[config.mk]
export PLATFORM = sky130hd
export DESIGN_NAME = batch_work_queue
export DESIGN_NICKNAME = d
export VERILOG_FILES = /design/src/rtl/bwq_pkg.sv /design/src/rtl/bwq_cmd_fifo.sv /design/src/rtl/bwq_divider.sv /design/src/rtl/bwq_engine.sv /design/src/rtl/bwq_front.sv /design/src/rtl/batch_work_queue.sv
export SDC_FILE = /design/constraint.sdc
export NUM_CORES = 2
export LEC_CHECK = 0
export ABC_AREA = 1
export BUFFER_PORTS_ARGS = -buffer_cell sky130_fd_sc_hd__buf_2
export CORE_MARGIN = 4
export CORE_UTILIZATION = 50
export DETAILED_ROUTE_END_ITERATION = 7
export PLACE_DENSITY = 0.75
export SETUP_SLACK_MARGIN = 0.2
export SLEW_MARGIN = 10
export SYNTH_ARGS = -nofsm -noshare
export SYNTH_HDL_FRONTEND = slang
export SYNTH_HIERARCHICAL = 1
export SYNTH_SLANG_ARGS = --single-unit
[constraint.sdc]
create_clock -name clk -period 9.8 [get_ports clk]
set_clock_uncertainty 0.05 [all_clocks]
set_input_delay 0.98 -clock clk [delete_from_list [all_inputs] [get_ports clk]]
set_output_delay 0.98 -clock clk [all_outputs]
set_load 0.03 [all_outputs]
[src/rtl/bwq_pkg.sv]
// Package for the batch work queue: item structs, op codes, sizing constants.
// Used by every module under rtl/.
`default_nettype none
package bwq_pkg;

  localparam int unsigned QueueDepthDef = 16;
  localparam int unsigned CountBitsDef  = 16;
  localparam int unsigned MaxResults    = 16;
  localparam int unsigned WmBits        = 20;
  localparam int unsigned QOne          = 65536;

  typedef enum logic [1:0] {
    KIND_PUSH  = 2'd0,
    KIND_POP   = 2'd1,
    KIND_CLEAR = 2'd2,
    KIND_NONE  = 2'd3
  } kind_t;

  typedef enum logic {
    CFG_HASHRATE_KNOWN = 1'b0,
    CFG_HASHRATE       = 1'b1
  } cfg_idx_t;

  typedef struct packed {
    logic [1:0]  kind;
    logic [15:0] job_tag;
    logic [31:0] job_epoch;
    logic [15:0] job_count;
    logic [15:0] request_count;
    logic [31:0] new_epoch;
  } in_item_t;

  typedef struct packed {
    logic        batch_valid;
    logic [15:0] batch_tag;
    logic [15:0] batch_offset;
    logic [15:0] batch_len;
    logic        last;
    logic [15:0] total_taken;
    logic [16:0] proportion;
    logic [31:0] epoch_out;
    logic        drained;
  } out_item_t;

  // Command passed from front to back: only pops and clears travel.
  typedef struct packed {
    logic        is_clear;
    logic [15:0] request_count;
    logic [31:0] new_epoch;
  } cmd_t;

endpackage
`default_nettype wire

[src/rtl/bwq_cmd_fifo.sv]
// Short command queue between the front (classifier) and back (pop engine).
// Depends on bwq_pkg.
`default_nettype none
module bwq_cmd_fifo (
  input  wire logic          clk,
  input  wire logic          rst_n,
  input  wire logic          wr_en,
  input  bwq_pkg::cmd_t      wr_data,
  output logic               full,
  input  wire logic          rd_en,
  output bwq_pkg::cmd_t      rd_data,
  output logic               empty
);
  import bwq_pkg::*;

  cmd_t       mem_r [2];
  logic       wp_r, rp_r;
  logic [1:0] cnt_r;

  assign full    = (cnt_r == 2'd2);
  assign empty   = (cnt_r == 2'd0);
  assign rd_data = mem_r[rp_r];

  // Store entries
  always_ff @(posedge clk) begin
    if (wr_en) mem_r[wp_r] <= wr_data;
  end

  // Advance pointers
  always_ff @(posedge clk) begin
    if (!rst_n) begin
      wp_r <= 1'b0; rp_r <= 1'b0; cnt_r <= 2'd0;
    end else begin
      if (wr_en) wp_r <= ~wp_r;
      if (rd_en) rp_r <= ~rp_r;
      cnt_r <= cnt_r + {1'b0, wr_en} - {1'b0, rd_en};
    end
  end
endmodule
`default_nettype wire

[src/rtl/bwq_divider.sv]
// Restoring divider: quotient of (num << 16) / den, one bit per cycle.
// Depends on bwq_pkg.
`default_nettype none
module bwq_divider (
  input  wire logic        clk,
  input  wire logic        rst_n,
  input  wire logic        start,
  input  wire logic [31:0] num,
  input  wire logic [23:0] den,
  output logic             busy,
  output logic [16:0]      quot
);
  import bwq_pkg::*;

  logic [24:0] rem_r;
  logic [47:0] num_r;
  logic [16:0] q_r;
  logic [5:0]  step_r;
  logic [23:0] den_r;
  logic [24:0] trial;

  assign busy  = (step_r != 6'd0);
  assign quot  = q_r;
  assign trial = {rem_r[23:0], num_r[47]};

  // Shift one dividend bit per cycle; keep low 17 quotient bits
  always_ff @(posedge clk) begin
    if (!rst_n) begin
      step_r <= 6'd0;
    end else if (start) begin
      step_r <= 6'd48;
      num_r  <= {num, 16'd0};
      rem_r  <= 25'd0;
      q_r    <= 17'd0;
      den_r  <= den;
    end else if (busy) begin
      step_r <= step_r - 6'd1;
      num_r  <= {num_r[46:0], 1'b0};
      if (trial >= {1'b0, den_r}) begin
        rem_r <= trial - {1'b0, den_r};
        q_r   <= {q_r[15:0], 1'b1};
      end else begin
        rem_r <= trial;
        q_r   <= {q_r[15:0], 1'b0};
      end
    end
  end
endmodule
`default_nettype wire

[src/rtl/bwq_engine.sv]
// Back part: job storage, pop walker, watermark, proportion and result queue.
// Depends on bwq_pkg and bwq_divider.
`default_nettype none
module bwq_engine #(
  parameter int unsigned QUEUE_DEPTH = bwq_pkg::QueueDepthDef,
  parameter int unsigned COUNT_BITS  = bwq_pkg::CountBitsDef
) (
  input  wire logic           clk,
  input  wire logic           rst_n,
  // job pushes straight from the front
  input  wire logic           push_en,
  input  wire logic [15:0]    push_tag,
  input  wire logic [COUNT_BITS-1:0] push_count,
  output logic                queue_full,
  output logic [31:0]         clean_epoch,
  // commands
  input  bwq_pkg::cmd_t       cmd,
  input  wire logic           cmd_valid,
  output logic                cmd_take,
  output logic                busy,
  input  wire logic           hashrate_known,
  input  wire logic [31:0]    hashrate,
  // results
  output bwq_pkg::out_item_t  out_data,
  output logic                out_empty,
  input  wire logic           out_pop
);
  import bwq_pkg::*;

  localparam int unsigned PtrBits = $clog2(QUEUE_DEPTH);
  localparam int unsigned OccBits = $clog2(QUEUE_DEPTH + 1);
  localparam int unsigned RqBits  = $clog2(MaxResults);
  localparam int unsigned RcBits  = $clog2(MaxResults + 1);
  localparam logic [WmBits-1:0] WmMax = '1;

  typedef enum logic [4:0] {
    ST_IDLE = 5'b00001,
    ST_READ = 5'b00010,
    ST_STEP = 5'b00100,
    ST_DIV  = 5'b01000,
    ST_DONE = 5'b10000
  } state_t;

  state_t state_r;

  logic [15:0]           tag_mem_r [QUEUE_DEPTH];
  logic [COUNT_BITS-1:0] cnt_mem_r [QUEUE_DEPTH];
  logic [15:0]           rd_tag_r;
  logic [COUNT_BITS-1:0] rd_cnt_r;

  logic [PtrBits-1:0]    head_r, tail_r;
  logic [OccBits-1:0]    occ_r;
  logic [COUNT_BITS-1:0] cursor_r;
  logic [WmBits-1:0]     wm_r;
  logic [31:0]           epoch_r;

  logic [15:0]           want_r, total_r;
  logic [RcBits-1:0]     nres_r;
  logic                  div_start, div_busy;
  logic [16:0]           div_q;

  // result queue
  out_item_t             rq_mem_r [MaxResults];
  logic [RqBits-1:0]     rq_wp_r, rq_rp_r;
  logic [RcBits-1:0]     rq_cnt_r;
  logic                  rq_wr;
  out_item_t             rq_wdata;

  function automatic logic [PtrBits-1:0] next_ptr(input logic [PtrBits-1:0] p);
    logic [PtrBits-1:0] r;
    if ({{(32-PtrBits){1'b0}}, p} == QUEUE_DEPTH - 1) r = '0;
    else r = p + 1'b1;
    return r;
  endfunction

  assign queue_full  = (occ_r == OccBits'(QUEUE_DEPTH));
  assign clean_epoch = epoch_r;
  assign busy        = (state_r != ST_IDLE);
  assign cmd_take    = (state_r == ST_IDLE) && cmd_valid && (rq_cnt_r == '0);

  // Step arithmetic on the read head entry
  logic [COUNT_BITS-1:0] rem;
  logic [15:0]           need;
  logic [15:0]           take;
  logic                  fin;
  logic                  head_done;
  logic [COUNT_BITS:0]   cur_sum;
  always_comb begin
    rem    = (rd_cnt_r > cursor_r) ? rd_cnt_r - cursor_r : '0;
    need   = want_r - total_r;
    // take never exceeds rem, so narrowing it back to COUNT_BITS is safe
    take   = (33'(rem) > 33'(need)) ? need : 16'(rem);
    cur_sum   = {1'b0, cursor_r} + (COUNT_BITS+1)'(take);
    head_done = (rem == '0) || (cur_sum >= {1'b0, rd_cnt_r});
    fin = (occ_r == '0) || (total_r >= want_r) || (nres_r == RcBits'(MaxResults));
  end

  // Proportion result
  logic [23:0] wm10;
  logic [16:0] prop;
  assign wm10 = {wm_r, 3'd0} + {1'b0, wm_r, 1'b0} + 24'd0;
  always_comb begin
    if (!hashrate_known || wm10 == '0 || {8'd0, hashrate} > {16'd0, wm10}) prop = 17'(QOne);
    else prop = div_q;
  end

  bwq_divider u_div (
    .clk(clk), .rst_n(rst_n), .start(div_start),
    .num(hashrate), .den(wm10), .busy(div_busy), .quot(div_q)
  );

  // Storage writes and registered reads
  always_ff @(posedge clk) begin
    if (push_en) begin
      tag_mem_r[tail_r] <= push_tag;
      cnt_mem_r[tail_r] <= push_count;
    end
    rd_tag_r <= tag_mem_r[head_r];
    rd_cnt_r <= cnt_mem_r[head_r];
  end

  // Pop walker
  always_comb begin
    div_start = 1'b0;
    rq_wr     = 1'b0;
    rq_wdata  = '0;
    if (state_r == ST_STEP) begin
      if (fin) div_start = 1'b1;
      else if (rem != '0) begin
        rq_wr = 1'b1;
        rq_wdata.batch_valid  = 1'b1;
        rq_wdata.batch_tag    = rd_tag_r;
        rq_wdata.batch_offset = 16'(cursor_r);
        rq_wdata.batch_len    = take;
      end
    end else if (state_r == ST_DONE) begin
      rq_wr = 1'b1;
      rq_wdata.last        = 1'b1;
      rq_wdata.total_taken = total_r;
      rq_wdata.proportion  = prop;
      rq_wdata.epoch_out   = epoch_r;
      rq_wdata.drained     = (wm_r == '0);
    end
  end

  logic merge_last;
  // Last item folds into the final batch if one was written
  assign merge_last = (state_r == ST_DONE) && (nres_r != '0);

  always_ff @(posedge clk) begin
    if (!rst_n) begin
      state_r <= ST_IDLE;
      head_r <= '0; tail_r <= '0; occ_r <= '0; cursor_r <= '0;
      wm_r <= '0; epoch_r <= '0;
      want_r <= '0; total_r <= '0; nres_r <= '0;
    end else begin
      if (push_en) begin
        tail_r <= next_ptr(tail_r);
        occ_r  <= occ_r + 1'b1;
        if ({1'b0, wm_r} + (WmBits+1)'(push_count) > {1'b0, WmMax}) wm_r <= WmMax;
        else wm_r <= wm_r + WmBits'(push_count);
      end
      unique case (state_r)
        ST_IDLE: begin
          if (cmd_take) begin
            if (cmd.is_clear) begin
              head_r <= '0; tail_r <= '0; occ_r <= '0; cursor_r <= '0;
              wm_r <= '0; epoch_r <= cmd.new_epoch;
            end else begin
              want_r <= cmd.request_count; total_r <= '0; nres_r <= '0;
              state_r <= ST_READ;
            end
          end
        end
        ST_READ: state_r <= ST_STEP;
        ST_STEP: begin
          if (fin) state_r <= ST_DIV;
          else begin
            if (rem != '0) begin
              nres_r  <= nres_r + 1'b1;
              total_r <= total_r + take;
              wm_r    <= (wm_r >= WmBits'(take)) ? wm_r - WmBits'(take) : '0;
            end
            if (head_done) begin
              cursor_r <= '0;
              head_r   <= next_ptr(head_r);
              occ_r    <= occ_r - 1'b1;
            end else begin
              cursor_r <= COUNT_BITS'(cur_sum);
            end
            state_r <= ST_READ;
          end
        end
        ST_DIV: if (!div_busy && !div_start) state_r <= ST_DONE;
        ST_DONE: state_r <= ST_IDLE;
        default: state_r <= ST_IDLE;
      endcase
    end
  end

  // Result queue storage
  logic [RqBits-1:0] rq_last_idx;
  assign rq_last_idx = rq_wp_r - 1'b1;
  always_ff @(posedge clk) begin
    if (rq_wr) begin
      if (merge_last) begin
        rq_mem_r[rq_last_idx].last        <= 1'b1;
        rq_mem_r[rq_last_idx].total_taken <= rq_wdata.total_taken;
        rq_mem_r[rq_last_idx].proportion  <= rq_wdata.proportion;
        rq_mem_r[rq_last_idx].epoch_out   <= rq_wdata.epoch_out;
        rq_mem_r[rq_last_idx].drained     <= rq_wdata.drained;
      end else begin
        rq_mem_r[rq_wp_r] <= rq_wdata;
      end
    end
  end

  // Hold results until the last one is written, then release
  logic rq_hold_r;
  logic rq_do_pop;
  assign out_empty = (rq_cnt_r == '0) || rq_hold_r;
  assign out_data  = rq_mem_r[rq_rp_r];
  assign rq_do_pop = out_pop && !out_empty;

  always_ff @(posedge clk) begin
    if (!rst_n) begin
      rq_wp_r <= '0; rq_rp_r <= '0; rq_cnt_r <= '0; rq_hold_r <= 1'b0;
    end else begin
      if (state_r == ST_READ) rq_hold_r <= 1'b1;
      if (state_r == ST_DONE) rq_hold_r <= 1'b0;
      if (rq_wr && !merge_last) rq_wp_r <= rq_wp_r + 1'b1;
      if (rq_do_pop) rq_rp_r <= rq_rp_r + 1'b1;
      rq_cnt_r <= rq_cnt_r + RcBits'(rq_wr && !merge_last) - RcBits'(rq_do_pop);
    end
  end
endmodule
`default_nettype wire

[src/rtl/bwq_front.sv]
// Front part: accepts items, filters and issues pushes, queues pops and clears.
// Depends on bwq_pkg.
`default_nettype none
module bwq_front #(
  parameter int unsigned COUNT_BITS = bwq_pkg::CountBitsDef
) (
  input  wire logic            in_push,
  input  bwq_pkg::in_item_t    in_data,
  output logic                 in_full,
  input  wire logic            engine_busy,
  input  wire logic            cmd_pending,
  input  wire logic            queue_full,
  input  wire logic [31:0]     clean_epoch,
  input  wire logic            cmd_full,
  output logic                 push_en,
  output logic [COUNT_BITS-1:0] push_count,
  output logic                 cmd_wr,
  output bwq_pkg::cmd_t        cmd
);
  import bwq_pkg::*;

  logic acc;
  // Pushes wait while a pop or clear is in flight, keeping program order
  assign in_full    = cmd_full || engine_busy || cmd_pending;
  assign acc        = in_push && !in_full;
  assign push_count = COUNT_BITS'(in_data.job_count);

  // Classify the accepted item
  always_comb begin
    push_en = 1'b0;
    cmd_wr  = 1'b0;
    cmd.is_clear      = (kind_t'(in_data.kind) == KIND_CLEAR);
    cmd.request_count = in_data.request_count;
    cmd.new_epoch     = in_data.new_epoch;
    if (acc) begin
      unique case (kind_t'(in_data.kind))
        KIND_PUSH:  push_en = (in_data.job_epoch >= clean_epoch) &&
                              (push_count != '0) && !queue_full;
        KIND_POP:   cmd_wr = 1'b1;
        KIND_CLEAR: cmd_wr = 1'b1;
        default:    cmd_wr = 1'b0;
      endcase
    end
  end
endmodule
`default_nettype wire

[src/rtl/batch_work_queue.sv]
// Batch work queue top level. A pop walks the head jobs through the READ and
// STEP states, waits on the divider for the proportion, then writes the last
// result; results are held until it is written. The next item waits for the
// pop; a pop or clear also waits until every result is read. Reset (rst_n
// low, sync) empties the job queue and clears watermark, epoch and registers.
`default_nettype none
module batch_work_queue #(
  parameter int unsigned QUEUE_DEPTH = bwq_pkg::QueueDepthDef,
  parameter int unsigned COUNT_BITS  = bwq_pkg::CountBitsDef
) (
  input  wire logic            clk,
  input  wire logic            rst_n,
  input  wire logic            in_push,
  input  bwq_pkg::in_item_t    in_data,
  output logic                 in_full,
  output logic                 out_empty,
  input  wire logic            out_pop,
  output bwq_pkg::out_item_t   out_data,
  input  wire logic            cfg_valid,
  output logic                 cfg_ready,
  input  wire logic            cfg_index,
  input  wire logic [31:0]     cfg_data
);
  import bwq_pkg::*;

  logic            hr_known_r;
  logic [31:0]     hashrate_r;
  logic            push_en, cmd_wr, cmd_full, cmd_empty, cmd_take;
  logic            queue_full, engine_busy;
  logic [31:0]     clean_epoch;
  logic [COUNT_BITS-1:0] push_count;
  cmd_t            cmd_in, cmd_out;

  assign cfg_ready = 1'b1;

  // Register writes
  always_ff @(posedge clk) begin
    if (!rst_n) begin
      hr_known_r <= 1'b0; hashrate_r <= '0;
    end else if (cfg_valid) begin
      unique case (cfg_idx_t'(cfg_index))
        CFG_HASHRATE_KNOWN: hr_known_r <= cfg_data[0];
        CFG_HASHRATE:       hashrate_r <= cfg_data;
        default:            hashrate_r <= hashrate_r;
      endcase
    end
  end

  bwq_front #(.COUNT_BITS(COUNT_BITS)) u_front (
    .in_push(in_push), .in_data(in_data), .in_full(in_full),
    .engine_busy(engine_busy), .cmd_pending(!cmd_empty),
    .queue_full(queue_full), .clean_epoch(clean_epoch), .cmd_full(cmd_full),
    .push_en(push_en), .push_count(push_count), .cmd_wr(cmd_wr), .cmd(cmd_in)
  );

  bwq_cmd_fifo u_cmdq (
    .clk(clk), .rst_n(rst_n), .wr_en(cmd_wr), .wr_data(cmd_in), .full(cmd_full),
    .rd_en(cmd_take), .rd_data(cmd_out), .empty(cmd_empty)
  );

  bwq_engine #(.QUEUE_DEPTH(QUEUE_DEPTH), .COUNT_BITS(COUNT_BITS)) u_engine (
    .clk(clk), .rst_n(rst_n),
    .push_en(push_en), .push_tag(in_data.job_tag), .push_count(push_count),
    .queue_full(queue_full), .clean_epoch(clean_epoch),
    .cmd(cmd_out), .cmd_valid(!cmd_empty), .cmd_take(cmd_take), .busy(engine_busy),
    .hashrate_known(hr_known_r), .hashrate(hashrate_r),
    .out_data(out_data), .out_empty(out_empty), .out_pop(out_pop)
  );
endmodule
`default_nettype wire
==> results.txt <==
Sequential elements use 66.9% of the synthesized area. Required time at the worst-slack endpoint: 10.46 ns. The tool flagged a number of max-cap violations equal to 0. The run gives 0.196 ns as the hold slack.

The top cell types in the final layout, fill and taps aside, are sky130_fd_sc_hd__edfxtp_1, sky130_fd_sc_hd__inv_1, sky130_fd_sc_hd__nand2_1, sky130_fd_sc_hd__a21oi_1, sky130_fd_sc_hd__o21ai_0. The wire length of the first global-routing pass is 468 mm. The die span in y was 501 um; the violation count after the first detailed-routing iteration was 9373. The number of antenna violations at the first check in global routing was 53.

The critical path's most frequent cell is sky130_fd_sc_hd__nand2_1. The run gives 1.65 ns as the final worst setup slack. The total of buffers placed on input and output ports is 269.

The run gives 5 as the number of H-tree levels. Wire length after detailed routing: 319 mm. Detailed placement ended at an HPWL of 182 mm. Dividing total power by cell area gives a power density of 253 mW/mm^2. The number of global-route vias before repair was 75400. After detailed routing, the average wire length per cell comes to 23.6 um.

The via density per instance was 5.86; the worst slack at placement was 1.89 ns. The die is 501 um wide. Once the clock tree was built, the setup fixing pass inserted 0 buffers.

Leaving out fill and tap cells, the most frequent cell in the layout is sky130_fd_sc_hd__edfxtp_1. The cell area that synthesis handed to floorplanning was 0.121 mm^2. Synthesis produced 9933 cells.

Along the worst path, the maximum fanout reaches 12. The clock latency on the worst-skew pair was 0.92 ns; the fraction of synthesis flops using an asynchronous set or reset pin was 0%. The worst path in the final design needs a cycle of 8.15 ns, including I/O delays and setup. The cell type contributing the most total cell area after synthesis is sky130_fd_sc_hd__edfxtp_1. The share of synthesized area in the top cell type comes to 63.4%.

Yosys attributes the largest share of cell area to sky130_fd_sc_hd__edfxtp_1, sky130_fd_sc_hd__mux2i_1, sky130_fd_sc_hd__a21oi_1. Counting the fill cells in the layout gives 19000. The clock network is responsible for 31.6% of the overall power. For the switching power total, the log shows 11.2 mW. The overall die area was 0.251 mm^2; the fraction of the core area covered by cells at the end of the flow was 56.0%. The overall routing resource usage was 24.5%; the measured slew at the worst slew-check pin was 1.36 ns.

The pin count of the biggest net entering global routing is 222, and the core box area is 0.241 mm^2. The number of different library cells used by synthesis comes to 64. The total count of max-transition violations in the final report was 0. Setup repair after global routing left no endpoint under its margin.

The sequential cells in the finished layout cover a total of 0.0813 mm^2. In the finished design, the share of the clock period the worst path needs comes to 83.2%. Synthesis inferred 2780 register bits. At the end of the flow, the number of nets in the layout was 10500. The run finished with clean final reports. Timing would allow up to 123 MHz. Setup violations remaining at the end of the flow were counted as 0. For this block, the via count after detailed routing is 79000. Source of the worst register-to-register timing path: u_engine/total_r[0].

Summed over all failing endpoints, the final setup total negative slack is 0 ns. The net count of the mapped netlist came out at 10300. In this run the most critical hold path is launched from cfg_data[26]. Combinational logic is responsible for 28.8% of the overall power.

In this run the worst setup path begins at u_engine/total_r[0]. The run gives 0 as the final hold violation count. The class of the most critical hold timing path was in2reg. Routability-driven placement finished with a final weighted congestion of 0.909.

The average footprint of a synthesized cell was 12.2 um^2. The worst pin sits at a relative slew slack of 8.97%. CTS saw 2780 sinks. Of the cells placed in the final design, the portion with a size suffix greater than 1 is 10.6%.

Number of search-and-repair iterations in the first detailed-routing pass: 7. The number of flops mapped to enable cells by yosys is 2563, and the count of standard-cell rows is 180. For this configuration, the core starts out at a cell density of 50.4%. The area growth from synthesis to layout is 11.2%. The boundary pin count came out at 271. The tree is rooted in a sky130_fd_sc_hd__clkbuf_16. For the data arrival time of the worst path, the log shows 8.81 ns.

In this run, post-CTS hold repair placed 0 buffers. The finished cells cover 0.135 mm^2. The worst-case IR drop observed on VDD is 0.262 mV. The tools report the critical path startpoint category as a register. For this run, the number of Yosys warnings is 6. Nature of the critical path endpoint: a register. The type of the worst setup path was reg2reg.

On the worst path, the slowest cell contributes a delay of 0.46 ns. The buffer levels on the longest clock path was 4; the clock-pin slew of the registers on the worst-case setup and hold paths was 0.06 ns. Summing all multi-input logic gate instances after layout gives 0.0336 mm^2. The switching part of the total was 32.9%.

TritonCTS built the clock tree. TritonCTS created 298 clock buffers. The detail route stage leaves a number of antenna-violating nets equal to 0.

Internal power comes to 22.9 mW. The commonest register cell after synthesis was sky130_fd_sc_hd__edfxtp_1. In the routed design, unresolved DRC markers number 0. The slowest stage of the critical path is the sky130_fd_sc_hd__o21ai_0 cell. Per report_power, the sequential group accounts for 39.6% of the total. The post-detailed-placement cell area was 0.126 mm^2; the post-cts repair resize count was 0. Summed over all layers, the global routing overflow is 0. The analysis attributes to cell leakage a power of 50.3 nW.
-- state kept, by name, indices dropped and copies added, names as in the netlist, 32 cells and up, named ones only --
signal	flops
u_engine/clean_epoch	32
u_engine/tag_mem_r	256
u_engine/cnt_mem_r	256
u_engine/rq_mem_r	1856
hashrate_r	32
u_cmdq/mem_r	98
u_engine/u_div/num_r	32
-- worst max-delay path: cells and delay by family, from the launching register on --
kind	cells	cell delay [ns]
compound gates	14	2.95
fa+ha+maj	5	1.63
simple gates	20	2.35
flops	1	0.38
xor+xnor	2	0.32
buf+inv	3	0.27
-- logic make-up after synthesis --
| family | count (synthesis) | share of synthesized area [%] |
|---|---|---|
| xor+xnor | 91 | 0.656 |
| buf+inv | 1730 | 5.72 |
| simple gates | 2016 | 7.18 |
| flops | 2780 | 66.9 |
| compound gates | 2416 | 11.4 |
| other cells | 2 | 0.00618 |
| mux | 641 | 5.36 |
| fa+ha+maj | 257 | 2.70 |
-- power groups by stage --
stage | combinational, mW | sequential (mW) | clock (mW)
global route | 10.8 | 13.5 | 11.4
finish | 9.82 | 13.5 | 10.8
floorplan | 7.23 | 13.6 | 0
global placement | 9.45 | 13.7 | 0
detailed placement | 9.68 | 13.8 | 0
CTS | 9.75 | 13.5 | 10.9
-- through the flow --
step / power (mW) / instances
floorplan: 20.8 / 9933
global placement: 23.2 / 12900
detailed placement: 23.4 / 12900
CTS: 34.2 / 13500
global route: 35.8 / 13500
finish: 34.1 / 13500
-- routing by layer --
metal / GRT usage, % / share of wire [%] / vias up
li1: - / - / 35900
met1: 34.1 / 41 / 38800
met2: 39.0 / 47 / 3588
met3: 4.84 / 9.3 / 655
met4: 7.98 / 3.2 / 40
met5: 0 / 0.074 / -
-- path summary, 6_finish.rpt --
check / to / slack (ns) / depth (start not counted)
worst max-delay path: u_engine/occ_r[0] / 1.65 / 44
worst min-delay path: hashrate_r[26] / 0.20 / 3
worst max register to register: u_engine/occ_r[0] / 1.65 / 44
worst min register to register: u_engine/want_r[0] / 0.42 / 2
-- layout make-up --
cell class	instances	share of cell area [%]
repair buffers	408	1.85
multi-input cells	5423	24.9
flip-flops and latches	2780	60.2
inverters	1147	3.20
well taps	3185	2.95
diodes	25	0.0463
clock buffers	382	5.92
clock inverters	125	0.924
-- cell usage after synthesis, drive strengths merged (3+ instances only) --
cell type	count
nand2	1064
nor4	16
dfxtp	217
a21boi	8
inv	1146
nand4	44
buf	193
or2	18
o21bai	4
a31oi	5
o221ai	14
nand3b	22
mux2	49
o211ai	601
mux2i	592
fa	9
or4	3
and2	4
nand3	372
clkbuf	390
nor2	424
edfxtp	2563
a21o	7
a211oi	11
xor2	61
o21ai	845
nor3b	4
nor3	43
xnor2	30
o21a	7
ha	248
a21oi	905
(Power assumes the default switching activity.)
